## config.mk

```make
export PLATFORM = sky130hd
export DESIGN_NAME = awsh_div_cell
export DESIGN_NICKNAME = d
export VERILOG_FILES = /design/src/rtl/core/awsh_div_cell.sv
export SDC_FILE = /design/constraint.sdc
export NUM_CORES = 1
export LEC_CHECK = 0
export BUFFER_PORTS_ARGS = -buffer_cell sky130_fd_sc_hd__buf_2
export CORE_ASPECT_RATIO = 1.1
export CORE_MARGIN = 1
export CORE_UTILIZATION = 47
export CTS_BUF_LIST = sky130_fd_sc_hd__clkbuf_8
export DETAILED_ROUTE_END_ITERATION = 10
export GPL_TIMING_DRIVEN = 0
export PLACE_DENSITY = 0.82
export SETUP_SLACK_MARGIN = 0.5
export SYNTH_ARGS = -nofsm -noshare
export SYNTH_HDL_FRONTEND = slang
export SYNTH_SLANG_ARGS = --single-unit
export TNS_END_PERCENT = 5
```

## constraint.sdc

```tcl
create_clock -name clk -period 2.7 [get_ports clk]
set_input_delay 0.135 -clock clk [delete_from_list [all_inputs] [get_ports clk]]
set_output_delay 0.135 -clock clk [all_outputs]
set_load 0.02 [all_outputs]
```

## src/rtl/core/awsh_div_cell.sv

```systemverilog
// awsh_div_cell: one restoring division step, one quotient bit per cell
// no package dependencies; chained by audio_waveshaper_core
`default_nettype none
module awsh_div_cell #(
  parameter int W  = 17,
  parameter int QW = 34,
  parameter int PW = 41
) (
  input  logic          clk,
  input  logic          rst_n,
  input  logic          en,
  input  logic          in_vld,
  input  logic [W-1:0]  in_rem,
  input  logic [W-1:0]  in_div,
  input  logic [QW-1:0] in_quo,
  input  logic          in_bit,
  input  logic [PW-1:0] in_pay,
  output logic          out_vld,
  output logic [W-1:0]  out_rem,
  output logic [W-1:0]  out_div,
  output logic [QW-1:0] out_quo,
  output logic [PW-1:0] out_pay
);

  logic          vld_r;
  logic [W-1:0]  rem_r, div_r;
  logic [QW-1:0] quo_r;
  logic [PW-1:0] pay_r;
  logic [W:0]    trial, diff;
  logic          take;
  logic [W-1:0]  rem_nxt;

  assign trial   = {in_rem, in_bit};
  assign diff    = trial - {1'b0, in_div};
  assign take    = trial >= {1'b0, in_div};
  assign rem_nxt = take ? diff[W-1:0] : trial[W-1:0];

  always_ff @(posedge clk) begin
    if (!rst_n) begin
      vld_r <= 1'b0;
    end else if (en) begin
      vld_r <= in_vld;
    end
  end

  always_ff @(posedge clk) begin
    if (en) begin
      rem_r <= rem_nxt;
      div_r <= in_div;
      quo_r <= {in_quo[QW-2:0], take};
      pay_r <= in_pay;
    end
  end

  assign out_vld = vld_r;
  assign out_rem = rem_r;
  assign out_div = div_r;
  assign out_quo = quo_r;
  assign out_pay = pay_r;

endmodule
`default_nettype wire

```

==> results of run 1 <==
cells in the final DEF (no fill, tap or decap), types with 2 or more instances in the layout:
master	n
clkbuf_8	9
inv_6	2
or3_1	3
nor3_1	4
inv_1	23
a211oi_1	3
mux2i_1	2
clkbuf_4	2
dlygate4sd3_1	91
nand2_1	23
a21oi_1	12
o31ai_1	2
nand2b_1	3
a21boi_0	2
o21ai_1	12
nand3_1	2
xor2_1	5
a21o_1	6
ha_1	17
o21ai_0	8
nor2b_1	3
clkinv_2	2
xnor2_1	5
buf_2	221
edfxtp_1	109
o21a_1	2
o31ai_2	2
nor2_1	6
synth_stat cells (2+ instances only):
cell      count  share of area (%)
o31ai_2       2               0.57
ha_1         17                4.8
nand2_1      23                2.0
inv_1        23                2.0
a211oi_1      3               0.51
nor2_1        6               0.51
o21ai_0       8               0.91
a21boi_0      2               0.34
a21o_1        6                1.0
nor2b_1       3               0.43
xor2_1        5               0.99
nor3_1        4               0.45
o21a_1        2               0.34
o31ai_1       2               0.34
xnor2_1       5               0.99
mux2i_1       2               0.45
nand2b_1      3               0.43
nand3_1       2               0.23
a21oi_1      13                1.5
or3_1         3               0.43
edfxtp_1    109                 74
o21ai_1      12                1.4
metrics by stage:
step                hold WS (ns)  util, %   TNS, ns
finish                   0.03768    75.57         0
global route             0.02876    75.57         0
CTS                      0.02130    75.40         0
detailed placement        0.3134    63.26   -0.1487
global placement          0.3120    62.93  -0.05709
floorplan                 0.2339        -         0
path summary, 6_finish.rpt:
kind                                   end  slack, ns  cells after the start
worst max-delay path            out_rem[8]       0.69                     10
worst min-delay path               out_vld       0.04                      2
worst max register to register     out_vld       1.99                      2
worst min register to register     out_vld       0.63                      2
cells by family (layout without fill, tap and decap cells):
| family | count (synthesis) | in the layout | synth area share (%) |
|---|---|---|---|
| DFF | 110 | 110 | 74.58 |
| and+or+nand+nor | 51 | 51 | 5.753 |
| adders and majority gates | 18 | 18 | 5.271 |
| muxes | 3 | 3 | 0.7084 |
| buffers and inverters | 26 | 354 | 2.408 |
| xor gates and xnor gates | 10 | 10 | 1.983 |
| AOI/OAI and AO/OA | 59 | 59 | 9.294 |
worst max-delay path, delay by kind of cell:
kind                     cells  cell delay, ns
AND/OR/NAND/NOR              4            0.80
buffers and inverters        3            0.37
adder cells (fa/ha/maj)      1            0.35
AO/OA/AOI/OAI                2            0.45
power by group:
part / switching (mW) / internal (mW) / total, mW / leakage, nW
sequential: 0.0493 / 2.06 / 2.11 / 1.07
combinational: 0.517 / 0.360 / 0.878 / 1.82
clock: 0.554 / 0.424 / 0.978 / 0.0957
total: 1.12 / 2.84 / 3.96 / 2.99
flip-flops by register name, indices dropped and copies added (netlist names):
signal   count
out_quo     34
out_rem     17
out_vld      1
out_div     17
out_pay     41
area by class of cell:
class,count,area (um2),share of cell area (%)
Inverter,23,86.33,1.268
Clock inverter,5,57.56,0.8454
Buffer,3,26.28,0.3860
Timing Repair Buffer,314,2052,30.14
Tap cell,114,142.6,2.095
Clock buffer,9,123.9,1.820
Sequential cell,110,3293,48.37
Multi-Input combinational cell,141,1026,15.07
what timing repair did:
action / in CTS / in global routing
cloned: 0 / 0
pin swaps: 0 / 0
hold buffers: 91 / 0
endpoints found under the hold margin: 91 / 0
setup endpoints to repair: 10 / 17
gates resized for setup: 1 / 5
metal layers:
| layer | GRT usage (%) | share of wire [%] | wire (um) |
|---|---|---|---|
| met3 | 9.398 | 9.1 | 1293 |
| met2 | 50.62 | 51 | 7176 |
| met4 | 18.24 | 5.6 | 789 |
| met5 | 0 | 0 | 0 |
| met1 | 31.88 | 35 | 4918 |
==> reports/metrics.cfg, run 1 <==
[route]
dr.first_iter.drc_count=212
dr.pass1.iters=5
drc=0
drtAntennaViolNets=0
vias_per_cell=5.124
routedWlPerCell_um=19.72
vias=3684
routed_wl_um=14180

[hold_path]
min_from=rst_n
hold_class=input pin to register

[floorplan]
die_w_um=94.42
core_area_um2=9009
ios=224
fp-row-count=36
start_util_pct=49.01
die_area_um2=9787
die_h_um=103.7

[timing]
fin_worst_skew_ns=0
fmax_mhz=496.5
hold_viol=0
relSlewSlack_pct=64.96
tightestPinTransition_ns=0.5256
grt_setup_unrepaired=no
maxSlewViolCount=0
postLayoutSetupSlackWorst_ns=0.6861
setup_viol=0
min_period_ns=2.014
period_share_pct=74.59

[synthesis]
synth-edff-count=109
syn_avg_cell_area_um2=15.94
yosys_register_bits=110
syn_nets=409
yosysSeqAreaShare_pct=74.58
ys.flop_type=edfxtp_1
ys_warn_count=0
yosys.cell_types.count=44
syn_inst=277
ys_async_sr_fraction_pct=0
syn-cell-area_um2=4415

[placement]
dpl.cell_count=614
io_buffers=222
post-place-ws_ns=-0.04919
place_hpwl_um=8588
place_area_um2=5699
gp_congestion=0.8078

[setup_path]
reg2reg_from=out_vld
crit_slowest_cell=or3_1
cpPeakStageDelay_ns=0.40
cp_max_fo=10
criticalPathCategory=input pin to register
crit_path_start=in_div[9]
end_kind=register
arrival_ns=2.12
crit_required_ns=2.81
path_cells=buf_2 > inv_1 > ha_1 > nand2_1 > or3_1 > o41ai_2 > nor3_4 > clkbuf_4 > nand2_1 > o21ai_1
cp-start-kind=input pin
worst_path_most_repeated_cell=nand2_1

[power]
totalPowerFinal_mw=3.961
p_leak_nw=2.989
peakVddDrop_uv=332.2
pwr_density_cell_nw_per_um2=581.8

[clock_network]
cts_root_buffer=clkbuf_8
cts_max_path_buffers=2
cts_inserted_buffers=9
clock_latency_ns=0.36
cts_setup_buffers=0
cts_tree=built
htreeDepth=3
clk_pin_slew_ns=0.10
cts.sink_count=110

[grt]
grt.total_usage_pct=29.91
gr-total-overflow=0
grt_pass1_wl_um=21090
grt_max_degree=74
grt_pass1_vias=3828
antenna_found_initial=0

[outcome]
status=complete, no violations

[layout]
layout.nets=734
insertedDiodeCount=0
final_cell_area_um2=6808
fillerInstances=547
area_delta_synth_final_pct=54.18
drive_gt1_share_pct=41.65
stdcell_count=719

[job]
cap_violations=0

No activity file was read; power rests on OpenSTA's default activity.
==> inputs of run 2 (changes only) <==
--- a/config.mk
+++ b/config.mk
@@ -8,11 +8,11 @@
 export BUFFER_PORTS_ARGS = -buffer_cell sky130_fd_sc_hd__buf_2
 export CORE_ASPECT_RATIO = 1.1
 export CORE_MARGIN = 1
-export CORE_UTILIZATION = 47
+export CORE_UTILIZATION = 42
 export CTS_BUF_LIST = sky130_fd_sc_hd__clkbuf_8
 export DETAILED_ROUTE_END_ITERATION = 10
 export GPL_TIMING_DRIVEN = 0
-export PLACE_DENSITY = 0.82
+export PLACE_DENSITY = 0.78
 export SETUP_SLACK_MARGIN = 0.5
 export SYNTH_ARGS = -nofsm -noshare
 export SYNTH_HDL_FRONTEND = slang
==> constraint.sdc (replaced) <==
create_clock -name clk -period 1.63 [get_ports clk]
set_input_delay 0.0815 -clock clk [delete_from_list [all_inputs] [get_ports clk]]
set_output_delay 0.0815 -clock clk [all_outputs]
set_load 0.02 [all_outputs]
==> reports/metrics.cfg, run 2 (synthesized netlist as in run 1, its figures left out) <==
[floorplan]
die_area_um2=10930  ; +12%
core_area_um2=10030  ; +11%
fp-row-count=38  ; +5.6%
die_w_um=99.76  ; +5.7%
start_util_pct=44.01  ; -5.0 points
ios=224  ; unchanged
die_h_um=109.5  ; +5.7%

[setup_path]
endpoint=out_rem[14]
cpPeakStageDelay_ns=0.39  ; about the same
cp-start-kind=input pin
crit_slowest_cell=or3_1
cp_max_fo=3  ; -7
reg2reg_slack_ns=0.95  ; -1.04 ns
arrival_ns=1.92  ; -0.20 ns
crit_path_start=in_bit
critical-path-top-delay-family=simple AND/OR/NAND/NOR gates
criticalPathCategory=input pin to register
path_cells=buf_8 > inv_4 > ha_4 > inv_2 > fa_2 > a21oi_4 > or3_4 > buf_6 > a211oi_4 > or3_1 > a32o_2
cp.depth=11  ; +1
reg2reg_from=out_vld
r2r-end=out_vld
rr_worst_depth=2  ; unchanged
crit_buf_inv=4  ; +1
end_kind=register
crit_required_ns=1.78  ; -1.03 ns

[placement]
place_area_um2=5752  ; +0.92%
post-place-ws_ns=-0.8207  ; -0.7715 ns
io_buffers=222  ; unchanged
dpl.cell_count=640  ; +4.2%
gp_congestion=0.8103  ; +0.31%
place_hpwl_um=9131  ; +6.3%

[layout]
area_delta_synth_final_pct=65.85
ff_latch_area_um2=3293  ; unchanged
mostFrequentLayoutCells=buf_2, edfxtp_1, dlygate4sd3_1
largest_reg_flops=41  ; unchanged
final_common_cell=buf_2
fillerInstances=616  ; +13%
layout.nets=750  ; +2.2%
drive_gt1_share_pct=47.83  ; +6.2 points
final_cell_area_um2=7323  ; +7.6%
stdcell_count=764  ; +6.3%
multi_input_area_um2=1287  ; +25%

[route]
drtAntennaViolNets=0  ; unchanged
drc=0  ; unchanged
dr.first_iter.drc_count=260  ; +23%
met3WireLength_um=1422  ; +10%
wl_met1_um=5394  ; +9.7%
routed_wl_um=15560  ; +9.8%
vias_per_cell=5.096  ; -0.55%
dr_wl_met2_um=7982  ; +11%
vias=3893  ; +5.7%
highest_layer=met4
routedWlPerCell_um=20.37  ; +3.3%
dr.pass1.iters=4  ; -1

[grt]
gr-total-overflow=0  ; unchanged
grt_max_degree=74  ; unchanged
grt_pass1_wl_um=22520  ; +6.8%
grt.total_usage_pct=28.53  ; -1.4 points
grt_pass1_vias=4017  ; +4.9%
antenna_found_initial=0  ; unchanged

[hold_path]
hold_class=input pin to register
min_from=in_rem[13]

[clock_network]
clk_pin_slew_ns=0.11  ; about the same
cts_root_buffer=clkbuf_8
htreeDepth=3  ; unchanged
clock_latency_ns=0.36  ; about the same
cts_inserted_buffers=9  ; unchanged
cts_max_path_buffers=2  ; unchanged
cts_tree=built
cts.sink_count=110  ; unchanged

[power]
pwr_density_cell_nw_per_um2=940.3  ; +62%
totalPowerFinal_mw=6.886  ; +74%
p_leak_nw=3.114  ; +4.2%
peakVddDrop_uv=472.3  ; +42%

[timing]
fmax_mhz=564.5
postLayoutSetupSlackWorst_ns=-0.1414  ; -0.8274 ns
relSlewSlack_pct=63.98  ; -0.98 points
fin_worst_skew_ns=0  ; unchanged
min_period_ns=1.771
tightestPinTransition_ns=0.5403  ; +0.01474 ns
period_share_pct=108.7
maxSlewViolCount=0  ; unchanged
setup_viol=17  ; +17
hold_viol=0  ; unchanged
grt_setup_unrepaired=yes
tns_ns=-1.359  ; -1.359 ns

[outcome]
violations=negative setup slack
status=complete, but fails checks

[job]
cap_violations=0  ; unchanged

-- run 2: changes by cell type in the layout (fill, tap and decap cells not counted), sizes merged --
cell	before	now
clkinv	2	1
clkinvlp	0	1
inv	25	27
diode	0	1
clkbuf	11	10
buf	224	232
dlygate4sd3	91	100
-- run 2: layout make-up --
cell class	count	area share, %
Sequential cell	110	44.97
Timing Repair Buffer	330	30.51
Multi-Input combinational cell	141	17.58
Tap cell	140	2.392
Clock buffer	9	1.691
Inverter	23	1.213
Clock inverter	7	1.111
Buffer	3	0.4955
Antenna cell	1	0.03417
-- run 2: metal layers --
layer,vias to the layer above,GRT usage (%)
met3,61,10.11
met1,1874,30.40
li1,1727,-
met5,-,0
met4,0,15.13
met2,231,49.85
-- run 2: power breakdown --
group | internal [mW] | switching [mW]
Sequential | 3.41 | 0.0805
Clock | 0.737 | 1.01
Combinational | 0.711 | 0.948
Total | 4.85 | 2.03
-- run 2: what timing repair did --
action                                  in CTS  in global routing
gates resized for setup                     27                 34
hold buffers                               100                  0
pin swaps                                   12                 13
endpoints found under the hold margin       99                  0
buffers inserted                             6                  1
endpoints found under the setup margin      18                 18
-- run 2: how the worst min path moves through the flow --
stage / to / slack [ns] / cells past startpoint
2_1_floorplan: out_div[0] / 0.18 / 0
3_3_place_gp: out_pay[4] / 0.26 / 1
3_5_place_dp: out_pay[4] / 0.26 / 1
4_1_cts: out_rem[15] / 0.0003 / 3
5_1_grt: out_rem[14] / 0.02 / 2
6_report: out_rem[14] / 0.03 / 2
-- run 2: metrics by stage --
step | hold WS, ns | utilization, %
floorplan | 0.1804 | -
global placement | 0.2592 | 57.03
detailed placement | 0.2600 | 57.33
CTS | 0.0003187 | 71.26
global route | 0.02269 | 72.97
finish | 0.03069 | 73.00
-- run 2: worst register-to-register path: cells and delay by family, from the launching register on --
| kind | cells | cell delay (ns) |
|---|---|---|
| flip-flops | 1 | 0.34 |
| AND/OR/NAND/NOR | 1 | 0.07 |
| multiplexers | 1 | 0.17 |
