[src/rtl/core/awsh_pkg.sv]
// awsh_pkg: shared constants, codes and CORDIC angle constants for the waveshaper core
// used by awsh_cordic_cell and audio_waveshaper_core; no dependencies
`default_nettype none
package awsh_pkg;

  typedef enum logic [1:0] {
    MODE_TANH     = 2'd0,
    MODE_ATAN     = 2'd1,
    MODE_RATIONAL = 2'd2,
    MODE_THRESH   = 2'd3
  } shape_mode_t;

  localparam int CFG_IDX_W = 2;

  typedef enum logic [CFG_IDX_W-1:0] {
    CFG_SHAPE_MODE   = 2'd0,
    CFG_DRIVE_AMOUNT = 2'd1,
    CFG_INPUT_GAIN   = 2'd2
  } cfg_idx_t;

  localparam int A_W   = 39;
  localparam int XY_W  = 45;
  localparam int Z_W   = 33;
  localparam int PD_W  = 17;
  localparam int PD_QW = 34;
  localparam int PD_PW = A_W + 2;
  localparam int FD_W  = 44;
  localparam int FD_QW = 32;
  localparam int R_W   = 33;
  localparam int FD_PW = R_W + 2;
  localparam int K_MAX = 23;

  localparam logic [29:0] LN2_Q30         = 30'd744261118;
  localparam logic [17:0] PI_Q16          = 18'd205887;
  localparam logic [31:0] TWO_OVER_PI_Q32 = 32'd2734261102;
  localparam logic [26:0] TENTH_Q30       = 27'd107374182;
  localparam logic [24:0] THRESH_Q30      = 25'd32212254;
  localparam logic [16:0] DRIVE_ONE       = 17'h10000;
  localparam logic [28:0] Q28_ONE         = 29'h1000_0000;
  localparam logic [R_W-1:0] R_ONE        = 33'h0_8000_0000;
  localparam logic [R_W-1:0] R_TWO        = 33'h1_0000_0000;

  // hyperbolic shift sequence with repeats at 4 and 13
  function automatic int hyp_shift(input int n);
    int s;
    if (n <= 3) s = n + 1;
    else if (n <= 13) s = n;
    else s = n - 1;
    return s;
  endfunction

  function automatic int circ_angle(input int i);
    int v;
    case (i)
      0: v = 843314857;   1: v = 497837829;   2: v = 263043837;   3: v = 133525159;
      4: v = 67021687;    5: v = 33543516;    6: v = 16775851;    7: v = 8388437;
      8: v = 4194283;     9: v = 2097149;     10: v = 1048576;    11: v = 524288;
      12: v = 262144;     13: v = 131072;     14: v = 65536;      15: v = 32768;
      16: v = 16384;      17: v = 8192;       18: v = 4096;       19: v = 2048;
      20: v = 1024;       21: v = 512;        22: v = 256;        23: v = 128;
      24: v = 64;         25: v = 32;         26: v = 16;         27: v = 8;
      28: v = 4;          29: v = 2;          30: v = 1;
      default: v = 0;
    endcase
    return v;
  endfunction

  function automatic int hyp_angle(input int i);
    int v;
    case (i)
      1: v = 589812981;   2: v = 274247418;   3: v = 134923406;   4: v = 67196451;
      5: v = 33565361;    6: v = 16778582;    7: v = 8388779;     8: v = 4194325;
      9: v = 2097155;     10: v = 1048576;    11: v = 524288;     12: v = 262144;
      13: v = 131072;     14: v = 65536;      15: v = 32768;      16: v = 16384;
      17: v = 8192;       18: v = 4096;       19: v = 2048;       20: v = 1024;
      21: v = 512;        22: v = 256;        23: v = 128;        24: v = 64;
      25: v = 32;         26: v = 16;         27: v = 8;          28: v = 4;
      29: v = 2;          30: v = 1;
      default: v = 0;
    endcase
    return v;
  endfunction

endpackage
`default_nettype wire

[src/rtl/core/awsh_cordic_cell.sv]
// awsh_cordic_cell: one CORDIC micro-rotation, hyperbolic rotation or circular vectoring
// depends on awsh_pkg for shift sequence and angle constants
`default_nettype none
module awsh_cordic_cell #(
  parameter int STAGE = 0,
  parameter int XW    = 45,
  parameter int ZW    = 33,
  parameter int PW    = 41
) (
  input  logic                 clk,
  input  logic                 rst_n,
  input  logic                 en,
  input  logic                 hyp,
  input  logic                 in_vld,
  input  logic signed [XW-1:0] in_x,
  input  logic signed [XW-1:0] in_y,
  input  logic signed [ZW-1:0] in_z,
  input  logic [PW-1:0]        in_pay,
  output logic                 out_vld,
  output logic signed [XW-1:0] out_x,
  output logic signed [XW-1:0] out_y,
  output logic signed [ZW-1:0] out_z,
  output logic [PW-1:0]        out_pay
);

  localparam int CS = STAGE;
  localparam int HS = awsh_pkg::hyp_shift(STAGE);
  localparam logic signed [ZW-1:0] CA = ZW'(awsh_pkg::circ_angle(CS));
  localparam logic signed [ZW-1:0] HA = ZW'(awsh_pkg::hyp_angle(HS));

  logic                 vld_r;
  logic signed [XW-1:0] x_r, y_r, x_nxt, y_nxt;
  logic signed [ZW-1:0] z_r, z_nxt;
  logic [PW-1:0]        pay_r;
  logic signed [XW-1:0] xc, yc, xh, yh;
  logic                 up;

  assign xc = in_x >>> CS;
  assign yc = in_y >>> CS;
  assign xh = in_x >>> HS;
  assign yh = in_y >>> HS;
  assign up = hyp ? !in_z[ZW-1] : !in_y[XW-1];

  always_comb begin
    if (hyp) begin
      x_nxt = up ? in_x + yh : in_x - yh;
      y_nxt = up ? in_y + xh : in_y - xh;
      z_nxt = up ? in_z - HA : in_z + HA;
    end else begin
      x_nxt = up ? in_x + yc : in_x - yc;
      y_nxt = up ? in_y - xc : in_y + xc;
      z_nxt = up ? in_z + CA : in_z - CA;
    end
  end

  always_ff @(posedge clk) begin
    if (!rst_n) begin
      vld_r <= 1'b0;
    end else if (en) begin
      vld_r <= in_vld;
    end
  end

  always_ff @(posedge clk) begin
    if (en) begin
      x_r   <= x_nxt;
      y_r   <= y_nxt;
      z_r   <= z_nxt;
      pay_r <= in_pay;
    end
  end

  assign out_vld = vld_r;
  assign out_x   = x_r;
  assign out_y   = y_r;
  assign out_z   = z_r;
  assign out_pay = pay_r;

endmodule
`default_nettype wire

[config.mk]
export PLATFORM = sky130hd
export DESIGN_NAME = awsh_cordic_cell
export DESIGN_NICKNAME = d
export VERILOG_FILES = /design/src/rtl/core/awsh_pkg.sv /design/src/rtl/core/awsh_cordic_cell.sv
export SDC_FILE = /design/constraint.sdc
export NUM_CORES = 1
export LEC_CHECK = 0
export ABC_CLOCK_PERIOD_IN_PS = 8000
export BUFFER_PORTS_ARGS = -buffer_cell sky130_fd_sc_hd__buf_4
export CAP_MARGIN = 25
export CORE_MARGIN = 8
export CORE_UTILIZATION = 50
export CTS_CLUSTER_SIZE = 10
export DETAILED_ROUTE_END_ITERATION = 7
export PLACE_DENSITY_LB_ADDON = 0.3
export SYNTH_ARGS = -nofsm -noshare
export SYNTH_HDL_FRONTEND = slang
export SYNTH_SLANG_ARGS = --single-unit
[constraint.sdc]
create_clock -name clk -period 8 [get_ports clk]
set_clock_uncertainty 0.15 [all_clocks]
set_input_delay 2 -clock clk [delete_from_list [all_inputs] [get_ports clk]]
set_output_delay 2 -clock clk [all_outputs]
set_load 0.05 [all_outputs]
==> summary.txt <==
Yosys top cell area share -> 0.223
TNS Setup -> 0 ns
Ranking of synthesized cells by area -> sky130_fd_sc_hd__edfxtp_1 22%, sky130_fd_sc_hd__ha_1 15%, sky130_fd_sc_hd__xnor2_1 9.4%, sky130_fd_sc_hd__a21oi_1 7.3%, sky130_fd_sc_hd__o21ai_0 4.6%
Fmax -> 140 MHz
Vias per std cell -> 6.47
Met3 routed wirelength -> 9750 um
Input/output buffers -> 333
Number of buffers created by CTS -> 17
Standard cell core area -> 43900 um2
Reg2reg path depth -> 2
Die ar. -> 51200 um2
Critical R2R Capture -> out_vld
Largest net degree at the start of global routing -> 85
Seq. cell area -> 4940 um2
Maximum capacitance violations -> 0
Switching part of the total power -> 0.476
CTS tree -> built
Number of antenna violations at the first check in global routing -> 2
Combined buffer and inverter count along the critical path -> 3
Clock-pin slew on the worst setup and hold paths -> 0.09 ns
Share of power burned in registers -> 0.235
Post-detailed-placement half-perimeter wirelength -> 74800 um
Nets -> 3447
Count of antenna diodes in the layout -> 0
WP depth -> 20
Routed length on met2 -> 41600 um
Ordered cell list for the critical path -> buf_4, inv_1, ha_1, nand4_1, or4_1, nor4_2, nor2_1, xnor2_1, ha_1, nand2_1, o21ai_0, a2111oi_0, o21bai_1, a21oi_1, buf_4, nor2_1, o211ai_1, o21ai_0, xor2_1, a221o_1
Critical path data arrival time -> 7.25 ns
Number of hold violations in the final report -> 0
Share of synthesized registers carrying an async set or reset -> 0
Routability cong. -> 0.974
Transition at the pin with the smallest max-transition slack -> 0.993 ns
Average wire per cell in the routed design -> 26.0 um
Reg-to-reg slack, setup -> 7.19 ns
Finish-stage setup viols -> 0
Level count of the clock H-tree -> 4
Biggest cell delay along the critical path -> 0.77 ns
Worst setup endpoint -> out_y[42]
Cells after synthesis -> 2735
Worst setup path start -> in_x[1]
Top FF cell, synth -> sky130_fd_sc_hd__edfxtp_1
Count of synthesis-stage warnings from yosys -> 0
Status -> completed
Top delay family on crit path -> simple AND/OR/NAND/NOR gates
Power per cell area -> 199 nW/um2
Horizontal die dimension -> 226 um
Capturing element type of the critical path -> flip-flop
Cell type with the highest aggregate area in the netlist -> sky130_fd_sc_hd__edfxtp_1
Worst hold-check path type -> flip-flop to flip-flop
Internal Pwr Total -> 2.70 mW
CP max FO -> 9
Final max-slew violation count -> 0
WL final -> 93800 um
Insertion delay to the later sink of the worst-skew pair -> 0.49 ns
Buffer type at the clock tree root -> sky130_fd_sc_hd__clkbuf_16
Number of setup buffers added after CTS -> 0
Met1 layer wirelength in the final routing -> 38000 um
Mapped cell area -> 22100 um2
Remaining DRCs -> 0
Number of enable-type register cells in the synthesized netlist -> 164
Proportion of synthesized chip area in sequential cells -> 0.224
Global routing usage summed across all routing layers -> 0.351
Net switching power -> 2.45 mW
Sort of element at the start of the critical path -> input port
Height of the die -> 226 um
Largest buffer count on any clock path -> 2
Area taken by multi-input logic gates -> 16100 um2
Hold-fix buffers at CTS -> 0
Total overflow reported by the global router -> 0
Number of nets still failing antenna checks after routing -> 0
Combinational fraction of design power -> 0.572
Unrepaired setup endpoints after global routing -> false
TritonRoute pass-1 iters -> 7
Time the worst path needs with I/O delays and setup -> 7.14 ns
Cell Rows -> 77
Leakage power figure -> 11.2 nW
Fraction of power consumed by the clock network -> 0.193
Category of the most critical setup path -> input port to flip-flop
Global-route wire length before repair -> 138000 um
Share of the clock period used by the worst path -> 0.892
Vias in the first global route -> 22500
Sink Count -> 165
Pre-CTS setup slack -> 0.440 ns
Io pins -> 334
Reg2Reg Launch Point -> out_vld
VDD IR-drop max -> 0.164 mV
Unique masters post-synth -> 85
Post-CTS resize count -> 0
P&R area growth vs syn -> 16.7%
Mean post-synth cell area -> 8.09 um2
Total via count in the routed design -> 23400
Starting density of the core -> 0.503
Required time of the worst setup path -> 8.11 ns
Number of cells in the design after placement -> 3574
Post-synthesis sequential element count -> 165
First DRT Iteration DRCs -> 2746
Cell with the biggest individual delay on the critical path -> sky130_fd_sc_hd__or4_1
Worst slew margin -> 0.330
Syn Nets -> 3179
Top layer in use -> met4
Fill cell instance count of the final layout -> 4037
Final setup slack of the worst path -> 0.862 ns
Non-filler instance count after layout -> 3608
Fraction of layout cells with a size suffix above 1 -> 0.143
stage by stage:
| stage | instance area, um2 | hold slack (ns) | util | power [mW] |
|---|---|---|---|---|
| 6_report | 25800 | 0.441 | 0.588 | 5.14 |
| 5_1_grt | 25800 | 0.499 | 0.588 | 5.35 |
| 4_1_cts | 25800 | 0.452 | 0.587 | 5.09 |
| 3_5_place_dp | 25100 | 0.395 | 0.572 | 4.09 |
| 3_3_place_gp | 25100 | 0.356 | 0.571 | 4.06 |
| 2_1_floorplan | 22100 | 0.593 | - | 3.13 |
layout by cell type, fill, tap and decap left out, types with 34 or more instances in the layout:
cell type / Yosys / final
sky130_fd_sc_hd__a21o_1: 91 / 91
sky130_fd_sc_hd__inv_1: 165 / 164
sky130_fd_sc_hd__nand4_1: 48 / 48
sky130_fd_sc_hd__nor3_1: 34 / 34
sky130_fd_sc_hd__o21bai_1: 48 / 48
sky130_fd_sc_hd__nor2b_1: 35 / 35
sky130_fd_sc_hd__o31ai_1: 41 / 41
sky130_fd_sc_hd__buf_4: 4 / 358
sky130_fd_sc_hd__ha_1: 269 / 269
sky130_fd_sc_hd__nand2_1: 201 / 201
sky130_fd_sc_hd__a31oi_1: 37 / 37
sky130_fd_sc_hd__mux2i_1: 54 / 54
sky130_fd_sc_hd__xnor2_1: 238 / 238
sky130_fd_sc_hd__edfxtp_1: 164 / 164
sky130_fd_sc_hd__a21oi_1: 324 / 323
sky130_fd_sc_hd__xor2_1: 53 / 53
sky130_fd_sc_hd__nor2_1: 196 / 196
sky130_fd_sc_hd__o21ai_0: 202 / 202
sky130_fd_sc_hd__nand3_1: 40 / 40
registers in the layout, summed over array words and instances, names as in the netlist:
name	cells
out_x	45
out_y	45
out_pay	41
out_z	33
out_vld	1
area by class of cell:
cell class / count / share of cell area
clock buffer: 18 / 0.0166
clock inverter: 14 / 0.00911
inverter: 170 / 0.0247
multi-input combinational: 2287 / 0.623
sequential: 165 / 0.192
tap: 592 / 0.0287
timing repair buffer: 362 / 0.106
synthesized netlist by cell type, types with 13 or more instances:
library cell,n
sky130_fd_sc_hd__a21oi_1,324
sky130_fd_sc_hd__ha_1,269
sky130_fd_sc_hd__xnor2_1,238
sky130_fd_sc_hd__o21ai_0,202
sky130_fd_sc_hd__nand2_1,201
sky130_fd_sc_hd__nor2_1,196
sky130_fd_sc_hd__inv_1,165
sky130_fd_sc_hd__edfxtp_1,164
sky130_fd_sc_hd__a21o_1,91
sky130_fd_sc_hd__clkbuf_1,77
sky130_fd_sc_hd__mux2i_1,54
sky130_fd_sc_hd__xor2_1,53
sky130_fd_sc_hd__nand4_1,48
sky130_fd_sc_hd__o21bai_1,48
sky130_fd_sc_hd__o31ai_1,41
sky130_fd_sc_hd__nand3_1,40
sky130_fd_sc_hd__a31oi_1,37
sky130_fd_sc_hd__nor2b_1,35
sky130_fd_sc_hd__nor3_1,34
sky130_fd_sc_hd__a211oi_1,31
sky130_fd_sc_hd__o21a_1,31
sky130_fd_sc_hd__nand2b_1,27
sky130_fd_sc_hd__and3_1,22
sky130_fd_sc_hd__o211ai_1,21
sky130_fd_sc_hd__nor4_1,20
sky130_fd_sc_hd__buf_1,18
sky130_fd_sc_hd__or3_1,15
sky130_fd_sc_hd__and2_1,14
sky130_fd_sc_hd__buf_2,13
cells by family (layout without fill, tap and decap cells):
logic type,after synthesis,count (layout),synth area share
mux,56,56,0.0255
fa+ha+maj,275,275,0.158
compound gates,971,971,0.277
flops,165,165,0.224
buf+inv,283,564,0.0498
simple gates,694,694,0.151
xor+xnor,291,291,0.115
worst min-delay path by stage:
stage / startpoint / to / depth (start not counted)
after global placement: out_vld / out_vld / 2
after global routing: out_vld / out_vld / 2
after floorplan: out_vld / out_vld / 2
after CTS: out_vld / out_vld / 2
after detailed placement: out_vld / out_vld / 2
final: out_vld / out_vld / 2
power by group through the flow:
| stage | Clock, mW | Combinational, mW | Sequential, mW |
|---|---|---|---|
| finish | 0.990 | 2.94 | 1.21 |
| CTS | 1.01 | 2.87 | 1.21 |
| global placement | 0 | 2.84 | 1.23 |
| floorplan | 0 | 1.42 | 1.71 |
| detailed placement | 0 | 2.86 | 1.23 |
| global route | 1.03 | 3.10 | 1.22 |
worst min-delay path: cells and delay by family, from the launching register on:
kind             cells  cell delay (ns)
flip-flops           1             0.35
multiplexers         1             0.09
AND/OR/NAND/NOR      1             0.11
metal layers:
metal  vias to the layer above  track usage
li1                      10600            -
met1                     11100        0.454
met2                      1497        0.558
met3                       231       0.0714
met4                         0        0.167
met5                         -            0
Note: power is estimated with default switching activity, not from simulation.
